`src/rtl/core/fctc_pkg.sv`:
```
// Package for the frame checksum trailer check core.
// Holds the result word type, key character codes and matcher state codes.
// No dependencies.
`default_nettype none

package fctc_pkg;

  localparam logic [7:0] CHAR_BAR = 8'h7C;
  localparam logic [7:0] CHAR_A   = 8'h41;
  localparam logic [7:0] CHAR_C   = 8'h43;
  localparam logic [7:0] CHAR_EQ  = 8'h3D;
  localparam logic [7:0] CHAR_0   = 8'h30;
  localparam logic [7:0] CHAR_9   = 8'h39;

  localparam int HEADER_BITS = 32;

  typedef enum logic [3:0] {
    MATCH_NONE = 4'b0001,
    MATCH_BAR  = 4'b0010,
    MATCH_A    = 4'b0100,
    MATCH_AC   = 4'b1000
  } match_t;

  typedef struct packed {
    logic                   checksum_ok;
    logic                   key_found;
    logic                   value_error;
    logic [HEADER_BITS-1:0] header_value;
    logic [7:0]             computed_sum;
  } res_t;

endpackage

`default_nettype wire

```
`src/rtl/core/fctc_ifs.sv`:
```
// Stream interfaces for the frame checksum trailer check core.
// Message byte channel and result channel, each with valid/ready.
// No dependencies.
`default_nettype none

interface fctc_msg_if;
  logic       valid;
  logic       ready;
  logic [7:0] data_byte;
  logic       last_byte;

  modport source (output valid, output data_byte, output last_byte, input ready);
  modport sink   (input valid, input data_byte, input last_byte, output ready);
endinterface

interface fctc_res_if;
  logic        valid;
  logic        ready;
  logic        checksum_ok;
  logic        key_found;
  logic        value_error;
  logic [31:0] header_value;
  logic [7:0]  computed_sum;

  modport source (output valid, output checksum_ok, output key_found, output value_error,
                  output header_value, output computed_sum, input ready);
  modport sink   (input valid, input checksum_ok, input key_found, input value_error,
                  input header_value, input computed_sum, output ready);
endinterface

`default_nettype wire

```
`src/rtl/core/fctc_parse.sv`:
```
// Per-message parse state: running sum, key matcher and decimal value accumulator.
// Produces the result word for the byte in flight. Depends on fctc_pkg.
`default_nettype none

module fctc_parse #(
  parameter int VALUE_BITS = 32
) (
  input  wire logic          clk,
  input  wire logic          rst,
  input  wire logic          step,
  input  wire logic [7:0]    data_byte,
  input  wire logic          last_byte,
  output fctc_pkg::res_t     res
);
  import fctc_pkg::*;

  localparam int WB = VALUE_BITS + 4;
  localparam int XB = VALUE_BITS + HEADER_BITS;

  logic [7:0]            running_sum, running_sum_next;
  logic [7:0]            sum_before_bar, sum_before_bar_next;
  logic [7:0]            saved_sum, saved_sum_next;
  match_t                match_stage, match_stage_next;
  logic                  key_seen, key_seen_next;
  logic                  in_value, in_value_next;
  logic                  value_stopped, value_stopped_next;
  logic                  digit_seen, digit_seen_next;
  logic [VALUE_BITS-1:0] value_acc, value_acc_next;

  logic                  is_digit;
  logic                  key_done;
  logic [WB-1:0]         acc_wide;
  logic [WB-1:0]         prod;
  logic [XB-1:0]         acc_ext;

  assign is_digit = (data_byte >= CHAR_0) && (data_byte <= CHAR_9);
  assign acc_wide = {4'b0, value_acc};
  assign prod     = (acc_wide << 3) + (acc_wide << 1) + WB'(data_byte[3:0]);

  always_comb begin
    running_sum_next    = running_sum + data_byte;
    sum_before_bar_next = sum_before_bar;
    saved_sum_next      = saved_sum;
    match_stage_next    = MATCH_NONE;
    key_seen_next       = key_seen;
    in_value_next       = in_value;
    value_stopped_next  = value_stopped;
    digit_seen_next     = digit_seen;
    value_acc_next      = value_acc;
    key_done            = 1'b0;

    if (in_value && !value_stopped) begin
      if (is_digit) begin
        if (prod[WB-1:VALUE_BITS] != '0) begin
          value_acc_next = '1;
        end else begin
          value_acc_next = prod[VALUE_BITS-1:0];
        end
        digit_seen_next = 1'b1;
      end else begin
        value_stopped_next = 1'b1;
      end
    end

    if (match_stage == MATCH_AC && data_byte == CHAR_EQ) begin
      key_done = 1'b1;
    end else if (data_byte == CHAR_BAR) begin
      sum_before_bar_next = running_sum;
      match_stage_next    = MATCH_BAR;
    end else if (match_stage == MATCH_BAR && data_byte == CHAR_A) begin
      match_stage_next = MATCH_A;
    end else if (match_stage == MATCH_A && data_byte == CHAR_C) begin
      match_stage_next = MATCH_AC;
    end

    if (key_done) begin
      saved_sum_next     = sum_before_bar;
      key_seen_next      = 1'b1;
      in_value_next      = 1'b1;
      value_stopped_next = 1'b0;
      digit_seen_next    = 1'b0;
      value_acc_next     = '0;
    end
  end

  assign acc_ext = XB'(value_acc_next);

  always_comb begin
    res = '0;
    if (key_seen_next) begin
      res.key_found    = 1'b1;
      res.computed_sum = saved_sum_next;
      if (!digit_seen_next) begin
        res.value_error = 1'b1;
      end else begin
        res.header_value = (acc_ext[XB-1:HEADER_BITS] != '0) ? '1 : acc_ext[HEADER_BITS-1:0];
        res.checksum_ok  = (value_acc_next == VALUE_BITS'(saved_sum_next));
      end
    end
  end

  always_ff @(posedge clk) begin
    if (rst || (step && last_byte)) begin
      running_sum    <= '0;
      sum_before_bar <= '0;
      saved_sum      <= '0;
      match_stage    <= MATCH_NONE;
      key_seen       <= 1'b0;
      in_value       <= 1'b0;
      value_stopped  <= 1'b0;
      digit_seen     <= 1'b0;
      value_acc      <= '0;
    end else if (step) begin
      running_sum    <= running_sum_next;
      sum_before_bar <= sum_before_bar_next;
      saved_sum      <= saved_sum_next;
      match_stage    <= match_stage_next;
      key_seen       <= key_seen_next;
      in_value       <= in_value_next;
      value_stopped  <= value_stopped_next;
      digit_seen     <= digit_seen_next;
      value_acc      <= value_acc_next;
    end
  end

endmodule

`default_nettype wire

```
`src/rtl/core/frame_checksum_trailer_check_core.sv`:
```
// Frame checksum trailer check core: input word register, parse stage, result register.
// Result: loaded into the result register when the final byte leaves the input word register.
// Throughput: one byte per cycle; only a final byte is held while a result waits.
// Reset: synchronous rst clears all parse state and both valid flags.
// Depends on fctc_pkg, fctc_ifs (fctc_msg_if, fctc_res_if) and fctc_parse.
`default_nettype none

module frame_checksum_trailer_check_core #(
  parameter int VALUE_BITS = 32
) (
  input wire logic   clk,
  input wire logic   rst,
  fctc_msg_if.sink   msg,
  fctc_res_if.source res
);
  import fctc_pkg::*;

  logic       in_valid;
  logic [7:0] in_byte;
  logic       in_last;
  logic       out_valid;
  res_t       out_word;
  res_t       parse_res;
  logic       stall;
  logic       advance;

  assign stall     = out_valid && !res.ready;
  assign advance   = in_valid && (!in_last || !stall);
  assign msg.ready = !in_valid || advance;

  always_ff @(posedge clk) begin
    if (rst) begin
      in_valid <= 1'b0;
    end else if (msg.ready) begin
      in_valid <= msg.valid;
    end
  end

  always_ff @(posedge clk) begin
    if (msg.ready) begin
      in_byte <= msg.data_byte;
      in_last <= msg.last_byte;
    end
  end

  fctc_parse #(
    .VALUE_BITS(VALUE_BITS)
  ) u_parse (
    .clk       (clk),
    .rst       (rst),
    .step      (advance),
    .data_byte (in_byte),
    .last_byte (in_last),
    .res       (parse_res)
  );

  always_ff @(posedge clk) begin
    if (rst) begin
      out_valid <= 1'b0;
    end else if (advance && in_last) begin
      out_valid <= 1'b1;
    end else if (res.ready) begin
      out_valid <= 1'b0;
    end
  end

  always_ff @(posedge clk) begin
    if (advance && in_last) begin
      out_word <= parse_res;
    end
  end

  assign res.valid        = out_valid;
  assign res.checksum_ok  = out_word.checksum_ok;
  assign res.key_found    = out_word.key_found;
  assign res.value_error  = out_word.value_error;
  assign res.header_value = out_word.header_value;
  assign res.computed_sum = out_word.computed_sum;

endmodule

`default_nettype wire

```
`src/flat_wrapper.sv`:
```
// flat-port wrapper written by rule: the top's interface ports become plain ports
module frame_checksum_trailer_check_core_flat import fctc_pkg::*;
#(
  parameter int VALUE_BITS = 32
)
  (clk, rst, msg_valid, msg_data_byte, msg_last_byte, msg_ready, res_valid, res_checksum_ok, res_key_found, res_value_error, res_header_value, res_computed_sum, res_ready);
  fctc_msg_if msg_i ();
  fctc_res_if res_i ();
  input wire logic clk;
  input wire logic rst;
  input wire logic [$bits(msg_i.valid)-1:0] msg_valid;
  input wire logic [$bits(msg_i.data_byte)-1:0] msg_data_byte;
  input wire logic [$bits(msg_i.last_byte)-1:0] msg_last_byte;
  output wire logic [$bits(msg_i.ready)-1:0] msg_ready;
  output wire logic [$bits(res_i.valid)-1:0] res_valid;
  output wire logic [$bits(res_i.checksum_ok)-1:0] res_checksum_ok;
  output wire logic [$bits(res_i.key_found)-1:0] res_key_found;
  output wire logic [$bits(res_i.value_error)-1:0] res_value_error;
  output wire logic [$bits(res_i.header_value)-1:0] res_header_value;
  output wire logic [$bits(res_i.computed_sum)-1:0] res_computed_sum;
  input wire logic [$bits(res_i.ready)-1:0] res_ready;
  assign msg_i.valid = msg_valid;
  assign msg_i.data_byte = msg_data_byte;
  assign msg_i.last_byte = msg_last_byte;
  assign msg_ready = msg_i.ready;
  assign res_valid = res_i.valid;
  assign res_checksum_ok = res_i.checksum_ok;
  assign res_key_found = res_i.key_found;
  assign res_value_error = res_i.value_error;
  assign res_header_value = res_i.header_value;
  assign res_computed_sum = res_i.computed_sum;
  assign res_i.ready = res_ready;
  frame_checksum_trailer_check_core #(.VALUE_BITS(VALUE_BITS)) u_core (.clk(clk), .rst(rst), .msg(msg_i), .res(res_i));
endmodule
```
`config.mk`:
```
export PLATFORM = sky130hd
export DESIGN_NAME = frame_checksum_trailer_check_core_flat
export DESIGN_NICKNAME = d
export VERILOG_FILES = /design/src/rtl/core/fctc_pkg.sv /design/src/rtl/core/fctc_ifs.sv /design/src/rtl/core/fctc_parse.sv /design/src/rtl/core/frame_checksum_trailer_check_core.sv /design/src/flat_wrapper.sv
export SDC_FILE = /design/constraint.sdc
export NUM_CORES = 1
export LEC_CHECK = 0
export ABC_AREA = 1
export BUFFER_PORTS_ARGS = -buffer_cell sky130_fd_sc_hd__clkbuf_2
export CAP_MARGIN = 30
export CORE_ASPECT_RATIO = 0.7
export CORE_UTILIZATION = 23
export DETAILED_ROUTE_END_ITERATION = 8
export PLACE_DENSITY = 0.41
export SLEW_MARGIN = 15
export SYNTH_ARGS = -nofsm -noshare
export SYNTH_HDL_FRONTEND = slang
export SYNTH_SLANG_ARGS = --single-unit
```
`constraint.sdc`:
```
create_clock -name clk -period 2.9 [get_ports clk]
set_input_delay 0.145 -clock clk [delete_from_list [all_inputs] [get_ports clk]]
set_output_delay 0.145 -clock clk [all_outputs]
set_load 0.01 [all_outputs]
```
==> results.yml, run 1 <==
run_status:
  status: "finished with violations"
  violations: "setup timing"
grt:
  grt_pass1_wl_um: 45430
  grt_overflow: 0
  antenna_found_initial: 0
  track_usage_pct: 16.29
  grt_max_degree: 79
  first_global_vias: 7865
floorplanning:
  die_area_mm2: 0.03644
  die_h_um: 160.0
  row_count: 57
  initial_core_util_pct: 23.52
  die_w_um: 227.7
  coreArea_mm2: 0.03487
  ioPinCount: 58
sta:
  setup_viol: 64
  slew_headroom_pct: 41.90
  fin_crit_sh_pct: 117.5
  slew_violations: 0
  finClkSkew_ns: 0.008209
  fin_crit_ns: 3.408
  finalHoldViolCount: 0
  tightest_slew_ns: 0.8716
  timing.final.ws_setup_ns: -0.5075
  rsz0062_at_grt: "true"
  fmax_mhz: 293.5
worst_hold_path:
  hp-class: "in2reg"
yosys:
  seq_area_frac_synth_pct: 35.14
  yosysUniqueCellTypes: 49
  synthAdderAreaFrac_pct: 11.41
  syn_area_mm2: 0.008204
  syn_avg_cell_area_um2: 7.431
  synthMuxAreaShare_pct: 0
  synth_nets: 1190
  ys_warn_count: 0
  synthXorXnorAreaFrac_pct: 2.562
  synth_top_family_by_area: "simple AND/OR/NAND/NOR gates"
  syn_inst: 1104
  synth-compound-area-share_pct: 14.69
  synth-simple-area-share_pct: 28.20
  ys_seq_elements: 118
setup_path:
  crit_type: "reg2reg"
  r2r_setup_slack_ns: -0.51
  cp-endpoint: "u_core.res.checksum_ok"
  cp-end-kind: "register"
  startpoint_type: "register"
  worstPathMaxFanout: 5
  worstReg2RegEnd: "u_core.res.checksum_ok"
  reg2reg_depth: 23
  rr_startpoint: "u_core.in_byte[3]"
  cp.required_ns: 3.20
  crit_start: "u_core.in_byte[3]"
  critical_path_arrival_ns: 3.71
layout:
  final_area_mm2: 0.01169
  final_core_util_pct: 33.51
  syn_to_final_growth_pct: 42.46
  final_nets: 1452
  diodes: 0
  fill_cells: 3750
  drive_gt1_share_pct: 33.36
  multi_input_area_mm2: 0.005015
  layout_commonest_cell: "nand2_1"
  layout_common_cells: "nand2_1 (226), buf_4 (173), inv_1 (115)"
  ff_latch_area_mm2: 0.002890
job:
  maxCapViolCount: 0
place:
  dp_slack_ns: -0.5476
  place_hpwl_um: 22380
  placed_cell_area_mm2: 0.01040
  place_congestion: 0.8875
  io_buffer_count: 57
clocking:
  htreeDepth: 4
  cts-root-buf: "clkbuf_16"
  cts_made_buffers: 17
  path_clk_slew_ns: 0.06
  clock-sinks: 118
  insertion_delay_ns: 0.44
  cts_tree: "yes"
  cts_max_path_buffers: 2
detailed_routing:
  drc: 0
  ant_nets: 0
  vias: 7959
  drtPass1Iterations: 5
  viasPerCell: 4.300
  wl_um: 28640
  routedWlPerCell_um: 15.47
  drt_iter0_markers: 510
power:
  p_leak_uw: 0.005456
  power.density_mw_per_mm2: 404.1
  ir_drop_mv: 0.2736
  total_power_uw: 4723
-- layer usage --
metal	vias to the layer above	share of wire, %	wire length, um	GRT usage (%)
met3	20	4.3	1240	3.036
met4	0	0.75	214	3.440
met2	141	36	10420	21.23
met5	-	0	0	0
li1	4161	-	-	-
met1	3637	59	16760	26.53
-- Yosys cell counts (all sizes together) --
| library cell | number | area (um^2) |
|---|---|---|
| or2 | 2 | 12.52 |
| a211oi | 2 | 15.01 |
| dfxtp | 66 | 1321 |
| and3 | 1 | 6.260 |
| and2 | 1 | 6.260 |
| nand4 | 7 | 43.79 |
| nor4 | 3 | 33.78 |
| xnor2 | 16 | 140.1 |
| nor2 | 125 | 528.0 |
| clkbuf | 24 | 90.09 |
| o21a | 29 | 217.7 |
| inv | 134 | 503.0 |
| o21bai | 3 | 22.52 |
| nor3 | 8 | 45.04 |
| a31o | 1 | 8.760 |
| clkinv | 1 | 3.750 |
| a31oi | 1 | 6.260 |
| fa | 3 | 60.06 |
| or3 | 1 | 6.260 |
| nor3b | 2 | 20.02 |
| nand2 | 294 | 1196 |
| nand3 | 64 | 385.4 |
| xor2 | 8 | 70.07 |
| nand3b | 4 | 30.03 |
| a21o | 3 | 22.52 |
| edfxtp | 52 | 1562 |
| a2111oi | 1 | 8.760 |
| o211ai | 2 | 20.02 |
| o21ai | 71 | 362.8 |
| a21oi | 98 | 520.5 |
| buf | 7 | 60.05 |
| ha | 70 | 875.8 |
-- report_power, final --
group | internal, uW | total [uW] | leakage, uW | switching [uW]
combinational | 395 | 868 | 0.00413 | 474
sequential | 1790 | 1840 | 0.00106 | 51.6
clock | 1190 | 2020 | 0.000265 | 826
-- flip-flops by register name, indices dropped and copies added (netlist names) --
register                       flops
u_core.res.key_found               1
u_core.u_parse.key_seen            1
u_core.in_byte                     8
u_core.u_parse.value_stopped       1
u_core.u_parse.in_value            1
u_core.u_parse.value_acc          32
u_core.in_valid                    1
u_core.u_parse.sum_before_bar      8
u_core.res.header_value           32
u_core.res.value_error             1
u_core.u_parse.running_sum         8
u_core.res.computed_sum            8
u_core.u_parse.digit_seen          1
u_core.res.valid                   1
u_core.in_last                     1
u_core.u_parse.match_stage         4
u_core.res.checksum_ok             1
u_core.u_parse.saved_sum           8
-- logic make-up (layout without fill, tap and decap cells) --
logic type,after synthesis,count (layout)
simple gates,512,512
compound gates,211,211
buf+inv,166,441
flops,118,118
fa+ha+maj,73,73
xor+xnor,24,24
-- worst max-delay path, cell delays in order (launching register included) --
cell	delay, ns
edfxtp_1	0.42
fa_1	0.57
inv_1	0.06
fa_2	0.35
inv_2	0.06
nand2_1	0.05
nand2_2	0.07
nand3_2	0.06
nand2_2	0.09
nand2_2	0.07
nand2_4	0.08
nand2_4	0.06
nand3_4	0.09
nand2_4	0.06
nor2_8	0.22
clkbuf_16	0.20
nand3_4	0.08
nand2_4	0.09
nand2_2	0.06
nor2_4	0.10
nand2_2	0.13
nor2_1	0.13
nand3_1	0.08
nor2_1	0.09
-- area by class of cell --
class,count,share of cell area [%]
multi-input combinational,820,42.91
clock buffer,19,3.790
tap,472,5.053
clock inverter,13,0.9207
sequential,118,24.73
inverter,135,4.400
timing repair buffer,274,18.20
-- per-stage QoR --
stage	instances	hold slack [ns]	setup TNS (ns)
after global routing	1851	0.1199	-22.47
final	1851	0.09576	-11.61
after global placement	1788	0.3225	-11.57
after detailed placement	1788	0.3236	-8.851
after CTS	1842	0.06769	-8.899
after floorplan	1104	0.2141	-0.1290
-- worst min-delay path by stage --
stage          cells after the start  slack, ns                end        startpoint
2_1_floorplan                      1       0.21    u_core.in_valid               rst
3_3_place_gp                       1       0.32  u_core.in_byte[4]  msg_data_byte[4]
3_5_place_dp                       1       0.32     u_core.in_last     msg_last_byte
4_1_cts                            4       0.07   u_core.res.valid         res_ready
5_1_grt                            4       0.12   u_core.res.valid         res_ready
6_report                           4        0.1   u_core.res.valid         res_ready
-- timing repair --
action,4_1_cts,5_1_grt
setup endpoints to repair,63,65
hold endpoints to repair,11,0
pin swaps,12,35
gates resized for setup,41,91
hold buffers,11,0
setup buffers,12,14
cloned,0,1
No activity file was read; power rests on OpenSTA's default activity.
==> run 2, diff against run 1 <==
Settings changed: PLACE_DENSITY 0.41 to 0.39, SYNTH_HIERARCHICAL from default to 1.
Clock period 2.9 ns to 3.65 ns, I/O delays scaled along.
==> results.yml, run 2 <==
power:
  p_leak_uw: 0.005041
  power.density_mw_per_mm2: 367.2
  ir_drop_mv: 0.3193
sta:
  timing.final.ws_setup_ns: 0.2190
  fmax_mhz: 291.5
  slew_headroom_pct: 41.02
  slew_violations: 0
  setup_tns_ns: 0
  fin_crit_sh_pct: 94.00
  fin_crit_ns: 3.431
  finClkSkew_ns: 0.01118
  tightest_slew_ns: 0.8848
  finalHoldViolCount: 0
  setup_viol: 0
grt:
  antenna_found_initial: 1
  grt_overflow: 0
  first_global_vias: 7125
  track_usage_pct: 15.76
  grt_pass1_wl_um: 43880
  grt_max_degree: 84
job:
  maxCapViolCount: 0
place:
  io_buffer_count: 57
  place_hpwl_um: 23030
  dp_slack_ns: 0.006503
  place_congestion: 0.8893
clocking:
  cts_max_path_buffers: 2
  cts_made_buffers: 17
  htreeDepth: 4
  path_clk_slew_ns: 0.06
  cts_tree: "yes"
  cts-root-buf: "clkbuf_16"
  clock-sinks: 118
  insertion_delay_ns: 0.42
detailed_routing:
  vias: 7781
  drt_iter0_markers: 609
  drtPass1Iterations: 7
  wl_um: 29260
  routedWlPerCell_um: 16.53
  ant_nets: 0
  drc: 0
  viasPerCell: 4.396
floorplanning:
  ioPinCount: 58
  die_area_mm2: 0.03707
  die_w_um: 229.7
  row_count: 57
  die_h_um: 161.4
  initial_core_util_pct: 23.69
  coreArea_mm2: 0.03523
yosys:
  yosys_most_used_dff: "dfxtp_1"
  yosys.area.top_type_share_pct: 18.71
  ys_warn_count: 6
  synth_most_common_cell: "nand2_1"
  synth_area_leader_cell: "edfxtp_1"
  ys_async_sr_fraction_pct: 0
  synth_nets: 1258
  yosysUniqueCellTypes: 47
  ys_top_cells_by_count: "nand2_1 (292), inv_1 (162), nor2_1 (126)"
  syn_area_mm2: 0.008347
  syn_avg_cell_area_um2: 7.122
  syn_inst: 1172
  synth-edff-count: 52
  ys_seq_elements: 118
  seq_area_frac_synth_pct: 34.54
  synth.area.top_cells: "edfxtp_1 (19%), dfxtp_1 (16%), nand2_1 (13%), ha_1 (10%), inv_1 (7.3%)"
worst_hold_path:
  hp-start: "res_ready"
  whs_path_depth: 6
  hp-class: "in2reg"
  worstHoldEndpoint: "u_core/res.valid"
layout:
  syn_to_final_growth_pct: 25.69
  layout_commonest_cell: "nand2_1"
  layout_common_cells: "nand2_1 (286), inv_1 (159), nor2_1 (124)"
  diodes: 0
  drive_gt1_share_pct: 19.18
  final_nets: 1371
  final_core_util_pct: 29.78
setup_path:
  critPathSlowestCell: "dfxtp_1"
  worstPathMaxFanout: 4
  r2r_setup_slack_ns: 0.22
  cpPeakStageDelay_ns: 0.52
  startpoint_type: "register"
  cp.required_ns: 3.94
  worstReg2RegEnd: "u_core/res.checksum_ok"
  rr_startpoint: "u_core/u_parse/value_acc[12]"
  crit_top_cell: "nand2_1"
  crit_type: "reg2reg"
  crit_chain: "ha_1 -> ha_1 -> nand2_1 -> nand2_1 -> nand2_1 -> nand2_1 -> a21oi_1 -> nand2_2 -> buf_4 -> a21oi_1 -> xor2_1 -> nand2_1 -> o21bai_2 -> nand2_1 -> nor2_1 -> nand2_1 -> nor2_2 -> nand2_1 -> nor2_2"
  cp-end-kind: "register"
  critical_path_arrival_ns: 3.72
  reg2reg_depth: 19
run_status:
  status: "completed"
[run 2: cell count changes after synthesis, moves of 6 or more]
| cell | change |
|---|---|
| nand3_1 | -6 |
| nor2_1 | +9 |
| nand3_2 | -10 |
| xnor2_1 | -8 |
| o21a_1 | -28 |
| nand2_2 | -14 |
| nand2_1 | +31 |
| inv_1 | +43 |
| o21ai_0 | +17 |
| xor2_1 | +9 |
[run 2: worst max path at each step]
| stage | startpoint | to | cells after the start |
|---|---|---|---|
| after floorplan | u_core/in_byte[3] | u_core/res.checksum_ok | 24 |
| after global placement | u_core/in_byte[3] | u_core/res.checksum_ok | 22 |
| after detailed placement | u_core/in_byte[3] | u_core/res.checksum_ok | 22 |
| after CTS | u_core/in_byte[3] | u_core/res.checksum_ok | 22 |
| after global routing | u_core/in_byte[2] | u_core/res.checksum_ok | 24 |
| final | u_core/u_parse/value_acc[12] | u_core/res.checksum_ok | 19 |
[run 2: where the power goes]
group	switching, uW	internal, uW	total [uW]
Clock	691	1020	1710
Sequential	60.8	1420	1480
Combinational	399	258	657
[run 2: routing by layer]
metal | vias up | routed length (um) | GRT usage, %
met4 | 0 | 155 | 2.980
met1 | 3570 | 17670 | 27.38
li1 | 4021 | - | -
met3 | 11 | 1587 | 2.613
met2 | 179 | 9848 | 18.83
met5 | - | 0 | 0
[run 2: cell families after synthesis]
logic type	Yosys count	synth area share (%)
AND/OR/NAND/NOR	529	27.18
AO/OA/AOI/OAI	211	14.45
adder cells (fa/ha/maj)	73	11.21
flip-flops	118	34.54
buffers and inverters	216	9.998
XOR/XNOR	25	2.623
[run 2: worst max-delay path, delay by kind of cell (launching register included)]
kind | cells | cell delay (ns)
AOI/OAI and AO/OA | 3 | 0.55
and+or+nand+nor | 12 | 1.10
xor gates and xnor gates | 1 | 0.28
DFF | 1 | 0.52
buffers and inverters | 1 | 0.15
adders and majority gates | 2 | 0.69
[run 2: repair_timing]
item	4_1_cts	5_1_grt
gates resized for setup	0	43
endpoints found under the hold margin	10	0
setup endpoints to repair	0	2
setup buffers	0	15
hold buffers	11	0
[run 2: through the flow]
| step | hold slack (ns) | cells | total power [uW] | cell area, um^2 |
|---|---|---|---|---|
| after global routing | 0.2029 | 1770 | 4021 | 10490 |
| after global placement | 0.3640 | 1708 | 2084 | 9407 |
| after CTS | 0.1384 | 1752 | 3828 | 10130 |
| final | 0.1557 | 1770 | 3852 | 10490 |
| after detailed placement | 0.3616 | 1709 | 2078 | 9427 |
| after floorplan | 0.2449 | 1172 | 1849 | 8347 |
[run 2: final cells by class]
type,instances,area (um^2)
flip-flops and latches,118,2898
clock buffers,17,425.4
inverters,180,680.7
repair buffers,129,957.2
fillers,3900,24740
well taps,472,590.6
multi-input cells,839,4770
clock inverters,15,170.2
==> run 3, diff against run 2 <==
Settings changed: CORE_UTILIZATION 23 to 60, CTS_BUF_LIST from default to sky130_fd_sc_hd__clkbuf_8, PLACE_DENSITY 0.39 to 0.81, SLEW_MARGIN 15 to default.
==> results.yml, run 3 (same netlist as run 2, synthesis figures left out) <==
layout:
  stdcell_count: 1451
  layout_commonest_cell: "nand2_1"
  final_nets: 1339
  final_core_util_pct: 71.67
  diodes: 0
  layout_common_cells: "nand2_1 (278), inv_1 (162), nor2_1 (122)"
  drive_gt1_share_pct: 16.51
  syn_to_final_growth_pct: 14.69
  fill_cells: 1059
place:
  place_inst: 1393
  place_hpwl_um: 18460
  io_buffer_count: 57
  place_congestion: 1.016
grt:
  antenna_found_initial: 0
  track_usage_pct: 35.02
  first_global_vias: 7076
  grt_pass1_wl_um: 38040
  grt_max_degree: 84
  grt_overflow: 0
power:
  power.density_mw_per_mm2: 338.4
  ir_drop_mv: 0.2176
  p_leak_uw: 0.004755
  total_power_uw: 3240
floorplanning:
  coreArea_mm2: 0.01336
  row_count: 35
  die_area_mm2: 0.01439
  die_w_um: 143.0
  ioPinCount: 58
  die_h_um: 100.7
  initial_core_util_pct: 62.49
worst_hold_path:
  hp-class: "in2reg"
  whs_path_depth: 6
clocking:
  cts-root-buf: "clkbuf_8"
  insertion_delay_ns: 0.43
  path_clk_slew_ns: 0.08
  clock-sinks: 118
  htreeDepth: 4
  cts_tree: "yes"
  cts_made_buffers: 17
  cts_max_path_buffers: 2
detailed_routing:
  drc: 0
  drt_iter0_markers: 1004
  vias: 8056
  viasPerCell: 5.552
  wl_um: 24360
  routedWlPerCell_um: 16.79
  drtPass1Iterations: 6
  ant_nets: 0
setup_path:
  r2r_setup_slack_ns: 0.19
  critical_path_arrival_ns: 3.75
  cp.required_ns: 3.93
  worstPathMaxFanout: 6
  reg2reg_depth: 23
  startpoint_type: "register"
  crit_type: "reg2reg"
  cp-end-kind: "register"
sta:
  fin_crit_ns: 3.465
  fin_crit_sh_pct: 94.92
  setup_viol: 0
  setup_tns_ns: 0
  fmax_mhz: 288.6
  slew_violations: 0
  slew_headroom_pct: 45.91
  tightest_slew_ns: 0.8113
  finalHoldViolCount: 0
  finClkSkew_ns: 0.01395
run_status:
  status: "completed"
job:
  maxCapViolCount: 0
## run 3: repair_timing
item / CTS / global route
pin swaps: 0 / 8
endpoints found under the hold margin: 10 / 0
gates cloned: 0 / 2
buffers inserted: 0 / 13
resized for setup: 1 / 32
endpoints found under the setup margin: 1 / 1
hold buffers: 11 / 0
## run 3: worst paths after layout
| kind | startpoint | end |
|---|---|---|
| max | u_core/in_byte[3] | u_core/res.checksum_ok |
| min reg2reg | u_core/u_parse/sum_before_bar[4] | u_core/u_parse/sum_before_bar[4] |
| min | res_ready | u_core/res.valid |
| max reg2reg | u_core/in_byte[3] | u_core/res.checksum_ok |
## run 3: critical path, stage by stage (launching register included)
cell and delay [ns]:
edfxtp_1 0.42, fa_1 0.52, inv_1 0.07, fa_2 0.39, inv_1 0.06, nand2_1 0.07
nand2_2 0.09, nand3_1 0.08, nand2_2 0.10, nand2_1 0.07, nand2_2 0.10, nand2_2 0.07
nand3_2 0.08, nand2_4 0.07, nor2_8 0.18, buf_12 0.14, nand2_8 0.09, o21ai_2 0.24
inv_1 0.08, nand2_1 0.06, nand2_1 0.05, nor2_1 0.10, nand3_1 0.10, nor2_2 0.12
## run 3: metal layers
| layer | vias to the layer above | global-route usage [%] | share of wire [%] |
|---|---|---|---|
| li1 | 3945 | - | - |
| met1 | 3595 | 52.76 | 47 |
| met2 | 492 | 46.83 | 37 |
| met3 | 24 | 13.40 | 15 |
| met4 | 0 | 5.955 | 0.85 |
| met5 | - | 0 | 0 |
## run 3: cell type report
cell class                      instances  area [um^2]  area share (%)
Clock buffer                           17        234.0           2.444
Clock inverter                         15        146.4           1.529
Multi-Input combinational cell        839         4730           49.41
Timing Repair Buffer                   97        665.6           6.953
Tap cell                              185        231.5           2.418
Inverter                              180        680.7           7.110
Sequential cell                       118         2885           30.14
## run 3: power breakdown
part / internal [uW] / leakage (uW) / switching (uW) / total, uW
clock network: 554 / 0.000181 / 621 / 1180
logic: 218 / 0.00352 / 376 / 594
registers: 1420 / 0.00105 / 52.7 / 1470
total: 2190 / 0.00475 / 1050 / 3240
## run 3: per-stage QoR
step	instance area [um^2]	setup slack, ns	hold WS (ns)
6_report	9573	0.1855	0.1736
3_5_place_dp	8837	0.006652	0.3611
4_1_cts	9331	0.01032	0.1479
3_3_place_gp	8837	0.1418	0.3602
5_1_grt	9573	-0.01604	0.1837
2_1_floorplan	8347	0.3437	0.2449
